### src/rtl/playfair_encrypt_engine_top_assert.svh
// ----------------------------------------------------------------------------
// Assertion macros for the Playfair encryption engine
// Immediate-implication and next-cycle-implication property wrappers.
// ----------------------------------------------------------------------------
`ifndef PLAYFAIR_ENCRYPT_ENGINE_TOP_ASSERT_SVH
`define PLAYFAIR_ENCRYPT_ENGINE_TOP_ASSERT_SVH

`ifndef NO_ASSERTIONS
`define PFE_ASSERT_IMPL(name, clock, resetn, ante, cons) \
    name: assert property (@(posedge clock) disable iff (!resetn) (ante) |-> (cons)) \
        else $error("%m: same-cycle implication failed");
`define PFE_ASSERT_NEXT(name, clock, resetn, ante, cons) \
    name: assert property (@(posedge clock) disable iff (!resetn) (ante) |=> (cons)) \
        else $error("%m: next-cycle implication failed");
`else
`define PFE_ASSERT_IMPL(name, clock, resetn, ante, cons)
`define PFE_ASSERT_NEXT(name, clock, resetn, ante, cons)
`endif

`endif

### src/rtl/pfe_pkg.sv
// ----------------------------------------------------------------------------
// pfe_pkg
// Shared constants, opcodes, helper functions and control types.
// ----------------------------------------------------------------------------
`default_nettype none

package pfe_pkg;

    localparam int ALPHABET_SIZE = 26;
    localparam int SQUARE_SIDE   = 5;
    localparam int LETTER_W      = 5;
    localparam int COORD_W       = 3;

    localparam logic [LETTER_W-1:0] ALPHABET_COUNT = LETTER_W'(ALPHABET_SIZE);
    localparam logic [LETTER_W-1:0] LAST_LETTER    = LETTER_W'(ALPHABET_SIZE - 1);
    localparam logic [LETTER_W-1:0] CELL_COUNT     = LETTER_W'(SQUARE_SIDE * SQUARE_SIDE);
    localparam logic [COORD_W-1:0]  SIDE_LAST      = COORD_W'(SQUARE_SIDE - 1);
    localparam logic [LETTER_W-1:0] LETTER_I       = 5'd8;
    localparam logic [LETTER_W-1:0] LETTER_J       = 5'd9;

    localparam logic [2:0] OP_BEGIN       = 3'd0;
    localparam logic [2:0] OP_KEY_LETTER  = 3'd1;
    localparam logic [2:0] OP_KEY_DONE    = 3'd2;
    localparam logic [2:0] OP_TEXT_LETTER = 3'd3;
    localparam logic [2:0] OP_TEXT_END    = 3'd4;

    typedef struct packed {
        logic [COORD_W-1:0] row;
        logic [COORD_W-1:0] col;
    } pfe_pos_t;

    typedef struct packed {
        logic latch;
        logic clear;
        logic place;
        logic walk_start;
        logic walk_step;
        logic set_pending;
        logic load_text;
        logic load_filler;
        logic drop_pending;
        logic read_pos;
        logic read_cell;
        logic push;
    } pfe_cmd_t;

    typedef struct packed {
        logic [2:0] opcode;
        logic       letter_ok;
        logic       pend_valid;
        logic       letter_eq_pend;
        logic       walk_last;
        logic       ob_busy;
    } pfe_stat_t;

    // Next filler candidate: steps through A..Z and never lands on J.
    function automatic logic [LETTER_W-1:0] advance_counter(input logic [LETTER_W-1:0] e);
        logic [LETTER_W-1:0] n;
        n = (e == LAST_LETTER) ? '0 : e + 1'b1;
        if (n == LETTER_J)
            n = n + 1'b1;
        return n;
    endfunction

    function automatic logic [COORD_W-1:0] coord_inc(input logic [COORD_W-1:0] v);
        return (v == SIDE_LAST) ? '0 : v + 1'b1;
    endfunction

    function automatic logic [LETTER_W-1:0] cell_index(input logic [COORD_W-1:0] row,
                                                       input logic [COORD_W-1:0] col);
        return LETTER_W'({2'b00, row} * LETTER_W'(SQUARE_SIDE)) + {2'b00, col};
    endfunction

endpackage

`default_nettype wire

### src/rtl/pfe_ctrl.sv
// ----------------------------------------------------------------------------
// pfe_ctrl
// Sequencer: decodes each accepted word and steps the datapath through it.
// ----------------------------------------------------------------------------
`default_nettype none

module pfe_ctrl (
    input  wire logic             clk,
    input  wire logic             rst_n,
    input  wire logic             in_valid,
    output logic                  in_ready,
    input  wire pfe_pkg::pfe_stat_t stat,
    output pfe_pkg::pfe_cmd_t     cmd
);
    import pfe_pkg::*;

    localparam logic [2:0] ST_IDLE   = 3'd0;
    localparam logic [2:0] ST_DECODE = 3'd1;
    localparam logic [2:0] ST_WALK   = 3'd2;
    localparam logic [2:0] ST_POS    = 3'd3;
    localparam logic [2:0] ST_CELL   = 3'd4;
    localparam logic [2:0] ST_PUSH   = 3'd5;

    logic [2:0] state_reg;
    logic [2:0] state_next;

    assign in_ready = (state_reg == ST_IDLE);

    always_comb
    begin
        cmd        = '0;
        state_next = state_reg;
        unique case (state_reg)
            ST_IDLE:
            begin
                if (in_valid)
                begin
                    cmd.latch  = 1'b1;
                    state_next = ST_DECODE;
                end
            end
            ST_DECODE:
            begin
                state_next = ST_IDLE;
                unique case (stat.opcode)
                    OP_BEGIN:      cmd.clear = 1'b1;
                    OP_KEY_LETTER: cmd.place = 1'b1;
                    OP_KEY_DONE:
                    begin
                        cmd.walk_start = 1'b1;
                        state_next     = ST_WALK;
                    end
                    OP_TEXT_LETTER:
                    begin
                        if (stat.letter_ok)
                        begin
                            if (!stat.pend_valid)
                            begin
                                cmd.set_pending = 1'b1;
                            end
                            else if (!stat.letter_eq_pend)
                            begin
                                cmd.load_text    = 1'b1;
                                cmd.drop_pending = 1'b1;
                                state_next       = ST_POS;
                            end
                            else
                            begin
                                // Doubled letter: the first takes a filler, the
                                // second stays pending.
                                cmd.load_filler = 1'b1;
                                state_next      = ST_POS;
                            end
                        end
                    end
                    OP_TEXT_END:
                    begin
                        if (stat.pend_valid)
                        begin
                            cmd.load_filler  = 1'b1;
                            cmd.drop_pending = 1'b1;
                            state_next       = ST_POS;
                        end
                    end
                    default: state_next = ST_IDLE;
                endcase
            end
            ST_WALK:
            begin
                cmd.place     = 1'b1;
                cmd.walk_step = 1'b1;
                if (stat.walk_last)
                    state_next = ST_IDLE;
            end
            ST_POS:
            begin
                cmd.read_pos = 1'b1;
                state_next   = ST_CELL;
            end
            ST_CELL:
            begin
                cmd.read_cell = 1'b1;
                state_next    = ST_PUSH;
            end
            ST_PUSH:
            begin
                if (!stat.ob_busy)
                begin
                    cmd.push   = 1'b1;
                    state_next = ST_IDLE;
                end
            end
            default: state_next = ST_IDLE;
        endcase
    end

    always_ff @(posedge clk or negedge rst_n)
    begin
        if (!rst_n)
            state_reg <= ST_IDLE;
        else
            state_reg <= state_next;
    end

endmodule

`default_nettype wire

### src/rtl/pfe_dp.sv
// ----------------------------------------------------------------------------
// pfe_dp
// Datapath: key square, letter positions, pairing state and output buffer.
// ----------------------------------------------------------------------------
`default_nettype none

module pfe_dp (
    input  wire logic               clk,
    input  wire logic               rst_n,
    input  wire logic [2:0]         in_opcode,
    input  wire logic [4:0]         in_letter,
    input  wire pfe_pkg::pfe_cmd_t  cmd,
    output pfe_pkg::pfe_stat_t      stat,
    output logic                    out_valid,
    input  wire logic               out_ready,
    output logic [4:0]              out_letter,
    output logic                    out_last
);
    import pfe_pkg::*;

    // Square and letter positions are only read for letters placed since begin.
    logic [LETTER_W-1:0] square_mem [SQUARE_SIDE*SQUARE_SIDE];
    pfe_pos_t            pos_mem    [ALPHABET_SIZE];

    logic [ALPHABET_SIZE-1:0] used_reg;
    logic [LETTER_W-1:0]      fill_reg;
    logic [COORD_W-1:0]       fill_row_reg;
    logic [COORD_W-1:0]       fill_col_reg;
    logic [LETTER_W-1:0]      ctr_reg;
    logic [LETTER_W-1:0]      ctr_next;
    logic [LETTER_W-1:0]      pend_reg;
    logic                     pend_valid_reg;
    logic [2:0]               op_reg;
    logic [LETTER_W-1:0]      letter_reg;
    logic [LETTER_W-1:0]      a_reg;
    logic [LETTER_W-1:0]      b_reg;
    pfe_pos_t                 pos_a_reg;
    pfe_pos_t                 pos_b_reg;
    logic [LETTER_W-1:0]      x_reg;
    logic [LETTER_W-1:0]      y_reg;
    logic                     ob_valid_reg;
    logic                     ob_phase_reg;
    logic [LETTER_W-1:0]      ob_x_reg;
    logic [LETTER_W-1:0]      ob_y_reg;

    logic                letter_ok;
    logic                place_ok;
    logic [LETTER_W-1:0] filler;
    logic [LETTER_W-1:0] cand0;
    logic [LETTER_W-1:0] cand1;
    logic [LETTER_W-1:0] idx_x;
    logic [LETTER_W-1:0] idx_y;

    assign letter_ok = (letter_reg < ALPHABET_COUNT);
    assign place_ok  = letter_ok && !used_reg[letter_reg] && (fill_reg < CELL_COUNT);

    // Filler skips the pending letter by taking one more counter step.
    assign cand0 = ctr_reg;
    assign cand1 = advance_counter(ctr_reg);
    always_comb
    begin
        if (cand0 == pend_reg)
        begin
            filler   = cand1;
            ctr_next = advance_counter(cand1);
        end
        else
        begin
            filler   = cand0;
            ctr_next = cand1;
        end
    end

    // Same row: shift right. Same column: shift down. Otherwise swap columns.
    always_comb
    begin
        if (pos_a_reg.row == pos_b_reg.row)
        begin
            idx_x = cell_index(pos_a_reg.row, coord_inc(pos_a_reg.col));
            idx_y = cell_index(pos_b_reg.row, coord_inc(pos_b_reg.col));
        end
        else if (pos_a_reg.col == pos_b_reg.col)
        begin
            idx_x = cell_index(coord_inc(pos_a_reg.row), pos_a_reg.col);
            idx_y = cell_index(coord_inc(pos_b_reg.row), pos_b_reg.col);
        end
        else
        begin
            idx_x = cell_index(pos_a_reg.row, pos_b_reg.col);
            idx_y = cell_index(pos_b_reg.row, pos_a_reg.col);
        end
    end

    always_ff @(posedge clk)
    begin
        if (cmd.place && place_ok)
        begin
            square_mem[fill_reg] <= letter_reg;
            pos_mem[letter_reg]  <= '{row: fill_row_reg, col: fill_col_reg};
        end
        if (cmd.read_pos)
        begin
            pos_a_reg <= pos_mem[a_reg];
            pos_b_reg <= pos_mem[b_reg];
        end
        if (cmd.read_cell)
        begin
            x_reg <= square_mem[idx_x];
            y_reg <= square_mem[idx_y];
        end
    end

    always_ff @(posedge clk)
    begin
        if (cmd.latch)
        begin
            op_reg     <= in_opcode;
            letter_reg <= (in_letter == LETTER_J) ? LETTER_I : in_letter;
        end
        else if (cmd.walk_start)
        begin
            letter_reg <= '0;
        end
        else if (cmd.walk_step)
        begin
            letter_reg <= letter_reg + 1'b1;
        end
        if (cmd.load_text)
        begin
            a_reg <= pend_reg;
            b_reg <= letter_reg;
        end
        else if (cmd.load_filler)
        begin
            a_reg <= pend_reg;
            b_reg <= filler;
        end
        if (cmd.push)
        begin
            ob_x_reg <= x_reg;
            ob_y_reg <= y_reg;
        end
    end

    always_ff @(posedge clk or negedge rst_n)
    begin
        if (!rst_n)
        begin
            used_reg       <= '0;
            fill_reg       <= '0;
            fill_row_reg   <= '0;
            fill_col_reg   <= '0;
            ctr_reg        <= '0;
            pend_reg       <= '0;
            pend_valid_reg <= 1'b0;
        end
        else if (cmd.clear)
        begin
            used_reg       <= '0;
            fill_reg       <= '0;
            fill_row_reg   <= '0;
            fill_col_reg   <= '0;
            ctr_reg        <= '0;
            pend_reg       <= '0;
            pend_valid_reg <= 1'b0;
        end
        else
        begin
            if (cmd.place && place_ok)
            begin
                used_reg[letter_reg] <= 1'b1;
                if (letter_reg == LETTER_I)
                    used_reg[LETTER_J] <= 1'b1;
                fill_reg <= fill_reg + 1'b1;
                if (fill_col_reg == SIDE_LAST)
                begin
                    fill_col_reg <= '0;
                    fill_row_reg <= fill_row_reg + 1'b1;
                end
                else
                begin
                    fill_col_reg <= fill_col_reg + 1'b1;
                end
            end
            if (cmd.load_filler)
                ctr_reg <= ctr_next;
            if (cmd.set_pending)
            begin
                pend_reg       <= letter_reg;
                pend_valid_reg <= 1'b1;
            end
            else if (cmd.drop_pending)
            begin
                pend_reg       <= '0;
                pend_valid_reg <= 1'b0;
            end
        end
    end

    always_ff @(posedge clk or negedge rst_n)
    begin
        if (!rst_n)
        begin
            ob_valid_reg <= 1'b0;
            ob_phase_reg <= 1'b0;
        end
        else if (cmd.push)
        begin
            ob_valid_reg <= 1'b1;
            ob_phase_reg <= 1'b0;
        end
        else if (ob_valid_reg && out_ready)
        begin
            ob_phase_reg <= !ob_phase_reg;
            if (ob_phase_reg)
                ob_valid_reg <= 1'b0;
        end
    end

    assign out_valid  = ob_valid_reg;
    assign out_letter = ob_phase_reg ? ob_y_reg : ob_x_reg;
    assign out_last   = ob_phase_reg;

    assign stat.opcode         = op_reg;
    assign stat.letter_ok      = letter_ok;
    assign stat.pend_valid     = pend_valid_reg;
    assign stat.letter_eq_pend = (letter_reg == pend_reg);
    assign stat.walk_last      = (letter_reg == LAST_LETTER);
    assign stat.ob_busy        = ob_valid_reg;

endmodule

`default_nettype wire

### src/rtl/playfair_encrypt_engine_top.sv
// ----------------------------------------------------------------------------
// playfair_encrypt_engine_top
// Playfair encryptor over letter codes with a streaming command input.
// ----------------------------------------------------------------------------
// Usage: each input word carries an opcode in s_tuser (begin, key letter,
// key done, text letter, text end) and a letter code in s_tdata. A begin word
// clears the key square and the pairing state. Key letters fill the square in
// first-seen order; key done completes it alphabetically. Text letters are
// paired, and each enciphered pair leaves on the output as two words, the
// second marked by m_tlast.
// Sequencing: the input is taken in an idle cycle and decoded in the next;
// begin, key letter and unpaired text words end there. Key done walks the
// alphabet through the single square write port, one letter per cycle. A
// word that completes a pair passes through decode, a position memory read,
// a square memory read and the hand-off to the output buffer, which waits
// while the buffer still holds the previous pair for the receiver.
// Reset returns the block to idle with an empty square, no pending letter and
// the filler counter at A. When the receiver stalls, the two-word output
// buffer holds the pair; further words are still accepted until another pair
// needs the buffer, at which point s_tready stays low until it drains.
// ----------------------------------------------------------------------------
`default_nettype none

`include "playfair_encrypt_engine_top_assert.svh"

module playfair_encrypt_engine_top (
    input  wire logic       clk,
    input  wire logic       rst_n,
    input  wire logic       s_tvalid,
    output logic            s_tready,
    input  wire logic [7:0] s_tdata,   // [4:0] letter, [7:5] zero
    input  wire logic [2:0] s_tuser,   // [2:0] opcode
    output logic            m_tvalid,
    input  wire logic       m_tready,
    output logic [7:0]      m_tdata,   // [4:0] cipher_letter, [7:5] zero
    output logic            m_tlast    // last_of_run
);
    import pfe_pkg::*;

    pfe_cmd_t            cmd;
    pfe_stat_t           stat;
    logic [LETTER_W-1:0] cipher_letter;

    // The controller sequences every word; all data storage sits in the datapath.
    pfe_ctrl u_ctrl (
        .clk      (clk),
        .rst_n    (rst_n),
        .in_valid (s_tvalid),
        .in_ready (s_tready),
        .stat     (stat),
        .cmd      (cmd)
    );

    pfe_dp u_dp (
        .clk        (clk),
        .rst_n      (rst_n),
        .in_opcode  (s_tuser),
        .in_letter  (s_tdata[4:0]),
        .cmd        (cmd),
        .stat       (stat),
        .out_valid  (m_tvalid),
        .out_ready  (m_tready),
        .out_letter (cipher_letter),
        .out_last   (m_tlast)
    );

    assign m_tdata = {3'b000, cipher_letter};

    // Every accepted word needs a decode cycle before the next is taken.
    `PFE_ASSERT_NEXT(a_decode_gap, clk, rst_n, s_tvalid && s_tready, !s_tready)
    // Once the first letter of a pair leaves, the second follows at once.
    `PFE_ASSERT_NEXT(a_pair_second, clk, rst_n, m_tvalid && m_tready && !m_tlast,
                     m_tvalid && m_tlast)
    // A new pair always starts with its first letter.
    `PFE_ASSERT_IMPL(a_pair_first, clk, rst_n, $rose(m_tvalid), !m_tlast)

endmodule

`default_nettype wire
### config.mk
export PLATFORM = sky130hd
export DESIGN_NAME = playfair_encrypt_engine_top
export DESIGN_NICKNAME = d
export VERILOG_FILES = /design/src/rtl/pfe_pkg.sv /design/src/rtl/pfe_ctrl.sv /design/src/rtl/pfe_dp.sv /design/src/rtl/playfair_encrypt_engine_top.sv
export VERILOG_INCLUDE_DIRS = /design/src /design/src/rtl
export SDC_FILE = /design/constraint.sdc
export NUM_CORES = 1
export LEC_CHECK = 0
export BUFFER_PORTS_ARGS = -buffer_cell sky130_fd_sc_hd__buf_2
export CAP_MARGIN = 10
export CORE_MARGIN = 3
export CORE_UTILIZATION = 51
export CTS_CLUSTER_DIAMETER = 200
export CTS_CLUSTER_SIZE = 30
export DETAILED_ROUTE_END_ITERATION = 6
export PLACE_DENSITY = 0.69
export SLEW_MARGIN = 15
export SYNTH_ARGS = -nofsm -noshare
export SYNTH_HDL_FRONTEND = slang
export SYNTH_HIERARCHICAL = 1
export SYNTH_SLANG_ARGS = --single-unit
### constraint.sdc
create_clock -name clk -period 5.56 [get_ports clk]
set_input_delay 0.834 -clock clk [delete_from_list [all_inputs] [get_ports clk]]
set_output_delay 0.834 -clock clk [all_outputs]
set_load 0.02 [all_outputs]
==> summary.md <==
| Metric | Value |
|---|---|
| Gr ovfl total | `0` |
| Final Setup Violations | `0` |
| # diodes | `0` |
| Area growth syn-to-layout | `4.41%` |
| Synth top area cells | `edfxtp_1, mux4_2, dfrtp_1` |
| CTS tree | `yes` |
| RSZ-0062 raised after global routing | `no` |
| Fraction of the mapped netlist area in adder cells | `0.0422` |
| Slew margin rel. | `0.256` |
| Cells after Synth | `1543` |
| # IOs | `26` |
| Detail Placement HPWL | `32.1 mm` |
| Most instantiated cells after synthesis | `edfxtp_1, nand2_1, nor2_1, mux4_2, a21oi_1` |
| Share of the synthesized area in the top cell type | `0.489` |
| Min Hold Slack | `0.423 ns` |
| DRC viols | `0` |
| # port buffers | `19` |
| Syn Area/Cell | `13.2 um^2` |
| CP max stage delay | `0.66 ns` |
| Critical path's top delay family | `simple AND/OR/NAND/NOR gates` |
| Gpl congestion | `0.875` |
| Core area | `0.0390 mm^2` |
| Utilization after layout | `0.545` |
| Fin crit period | `4.93 ns` |
| Peak VDD IR | `0.000334 V` |
| Post-Synth Simple-Gate Area | `0.108` |
| Synthesized flop and latch total | `384` |
| Total GRT Usage | `0.222` |
| Number of flip-flops under the largest register name | `156` |
| Most used DFF post-synth | `edfxtp_1` |
| Setup_tns | `0 ns` |
| Post-synth EDFFs | `331` |
| Synth Area in XOR/XNOR | `0.0216` |
| Synth Cell Area | `0.0203 mm^2` |
| Part of the cycle the worst path needs | `0.887` |
| Max_cap viols | `0` |
| Die height | `206 um` |
| Vias per Instance | `6.33` |
| Die Wd | `206 um` |
| PwrDens | `454 mW/mm^2` |
| DR iter-0 viols | `1287` |
| Clk Tree Root Cell | `clkbuf_16` |
| Worst-path maximum fanout | `32` |
| Async set-or-reset flop fraction in the synthesized netlist | `0.138` |
| Largest net degree at the start of global routing | `54` |
| Netlist cell types | `91` |
| Drt pass-1 iters | `7` |
| Largest family of logic cells by synthesized area | `multiplexers` |
| Buf/Inv on CP | `1` |
| Initial core utilization | `0.522` |
| CTS Buf Count | `16` |
| Routed Wire Length | `46.7 mm` |
| Top cell type by total area after synthesis | `edfxtp_1` |
| H-tree Lvls | `1` |
| Row Count | `72` |
| ANT nets after route | `0` |
| Arrival time at the worst endpoint | `5.19 ns` |
| Nets | `1580` |
| Sequential area share after synthesis | `0.554` |
| Hold Crit Class | `input port to async pin` |
| Crit end category | `flop` |
| Skew final | `0.0315 ns` |
| Most common cell in the synthesized netlist | `edfxtp_1` |
| Final hold vios | `0` |
| DIE AREA | `0.0423 mm^2` |
| R2R Setup Slk | `0.63 ns` |
| Worst-margin pin slew | `1.11 ns` |
| Peak Freq | `203 MHz` |
| Clk_lat worst skew | `0.53 ns` |
| Critical Path Most Common Cell | `ha_1` |
| Clk slew on worst S/H paths | `0.12 ns` |
| Critical Path Source Type | `flop` |
| Area fraction in compound gates after synthesis | `0.0876` |
| Reg2reg start | `u_dp/pos_b_reg[4]` |
| Hold buffer count at cts | `0` |
| Share of layout cells above drive strength 1 | `0.142` |
| Static leakage | `7.58 nW` |
| Kind of critical path | `flop to flop` |
| Sink Count | `384` |
| CP max-delay cell | `nor2_1` |
| CP required | `5.82 ns` |
| Wire per inst | `23.0 um` |
| Global-route wire length before repair | `73.1 mm` |
| Worst-case clock buffer depth | `3` |
| Status | `complete, no violations` |
| Cells on worst reg2reg path | `13` |
| # resized after CTS | `0` |
| Crit-path cells | `inv_1, ha_1, or2b_1, mux2i_1, ha_1, ha_1, fa_1, or4_1, a31o_2, nor2_1, a32oi_1, o311ai_0, nand3_1` |
| Number of global-route vias before repair | `12700` |
| Pwr Total | `0.00965 W` |
| Antenna violations before repair | `0` |
| R2r endpoint | `u_dp/y_reg[1]` |
| Synth Warn # | `6` |
| Post-CTS setup buffer count | `0` |
| Via count | `12800` |
| Multiplexer area fraction after synthesis | `0.156` |
| Slew Limit Fails | `0` |
metrics by stage:
stage	cell area [um^2]	setup slack, ns	instances
detailed placement	20800	0.660	2000
global placement	20800	0.761	2000
finish	21200	0.631	2028
global route	21200	0.358	2028
floorplan	20400	1.47	1545
CTS	21200	0.645	2028
where the power goes:
group	leakage [nW]	switching (W)	internal, W	total, W
Clock	0.225	0.000845	0.000584	0.00143
Combinational	3.56	0.00256	0.00158	0.00414
Sequential	3.80	0.000415	0.00366	0.00407
cell families after synthesis:
group / after synthesis
compound gates: 252
fa+ha+maj: 65
simple gates: 465
buf+inv: 132
mux: 198
other cells: 1
xor+xnor: 46
flops: 384
how the worst max path moves through the flow:
stage                                  from       endpoint  slack, ns  depth (start not counted)
after floorplan           u_dp/pos_a_reg[4]  u_dp/x_reg[0]       1.47                         13
after global placement    u_dp/pos_b_reg[4]  u_dp/y_reg[4]       0.76                         13
after detailed placement  u_dp/pos_b_reg[4]  u_dp/y_reg[3]       0.66                         13
after CTS                 u_dp/pos_b_reg[4]  u_dp/y_reg[3]       0.64                         13
after global routing      u_dp/pos_b_reg[4]  u_dp/y_reg[2]       0.36                         13
final                     u_dp/pos_b_reg[4]  u_dp/y_reg[1]       0.63                         13
worst reg2reg max path, delay by kind of cell, from the launching register on:
family	cells	cell delay (ns)
and+or+nand+nor	4	1.53
adders and majority gates	4	1.34
AOI/OAI and AO/OA	3	0.91
DFF	1	0.60
muxes	1	0.21
buffers and inverters	1	0.08
per-layer routing:
layer  part of all wire  global-route usage
met4              0.032              0.0681
met5                  0                   0
met3              0.060              0.0258
met1               0.42               0.313
met2               0.48               0.366
placed cells by master, fill, tap and decap left out, types with 5 or more instances in the layout:
master     Yosys  final
buf_4         13     19
mux4_2        92     92
nor3_1        15     15
mux2_2        29     29
a31oi_1       13     12
a211oi_1      26     26
or4_1          6      6
inv_1         30     30
clkbuf_1      46     10
clkbuf_16      0     17
nand2b_1       5      5
and2_0        10     10
nor3b_1        7      7
a21o_1         9      9
a32oi_1       11     11
o22ai_1        6      6
or3_1          7      7
o31ai_1        6      6
nand4_1       18     18
o21ai_0       25     25
nor2_1       142    142
and2_1        14     14
nand3b_1       9      9
dfrtp_1       53     53
xor2_1        21     21
edfxtp_1     331    331
buf_2         19     19
nor2b_1       15     15
a21oi_1       80     80
mux2i_1       77     77
nor4_1         6      5
nand3_1       32     32
xnor2_1       22     22
ha_1          59     59
fa_1           6      6
o211ai_1      10     10
nand2_1      155    155
layout make-up:
| cell class | instances | area, um^2 |
|---|---|---|
| Clock buffer | 27 | 463 |
| Clock inverter | 1 | 8.76 |
| Fill cell | 3232 | 17800 |
| Inverter | 30 | 113 |
| Multi-Input combinational cell | 1029 | 8490 |
| Sequential cell | 384 | 11300 |
| Tap cell | 518 | 648 |
| Timing Repair Buffer | 39 | 258 |
Note: power is estimated with default switching activity, not from simulation.
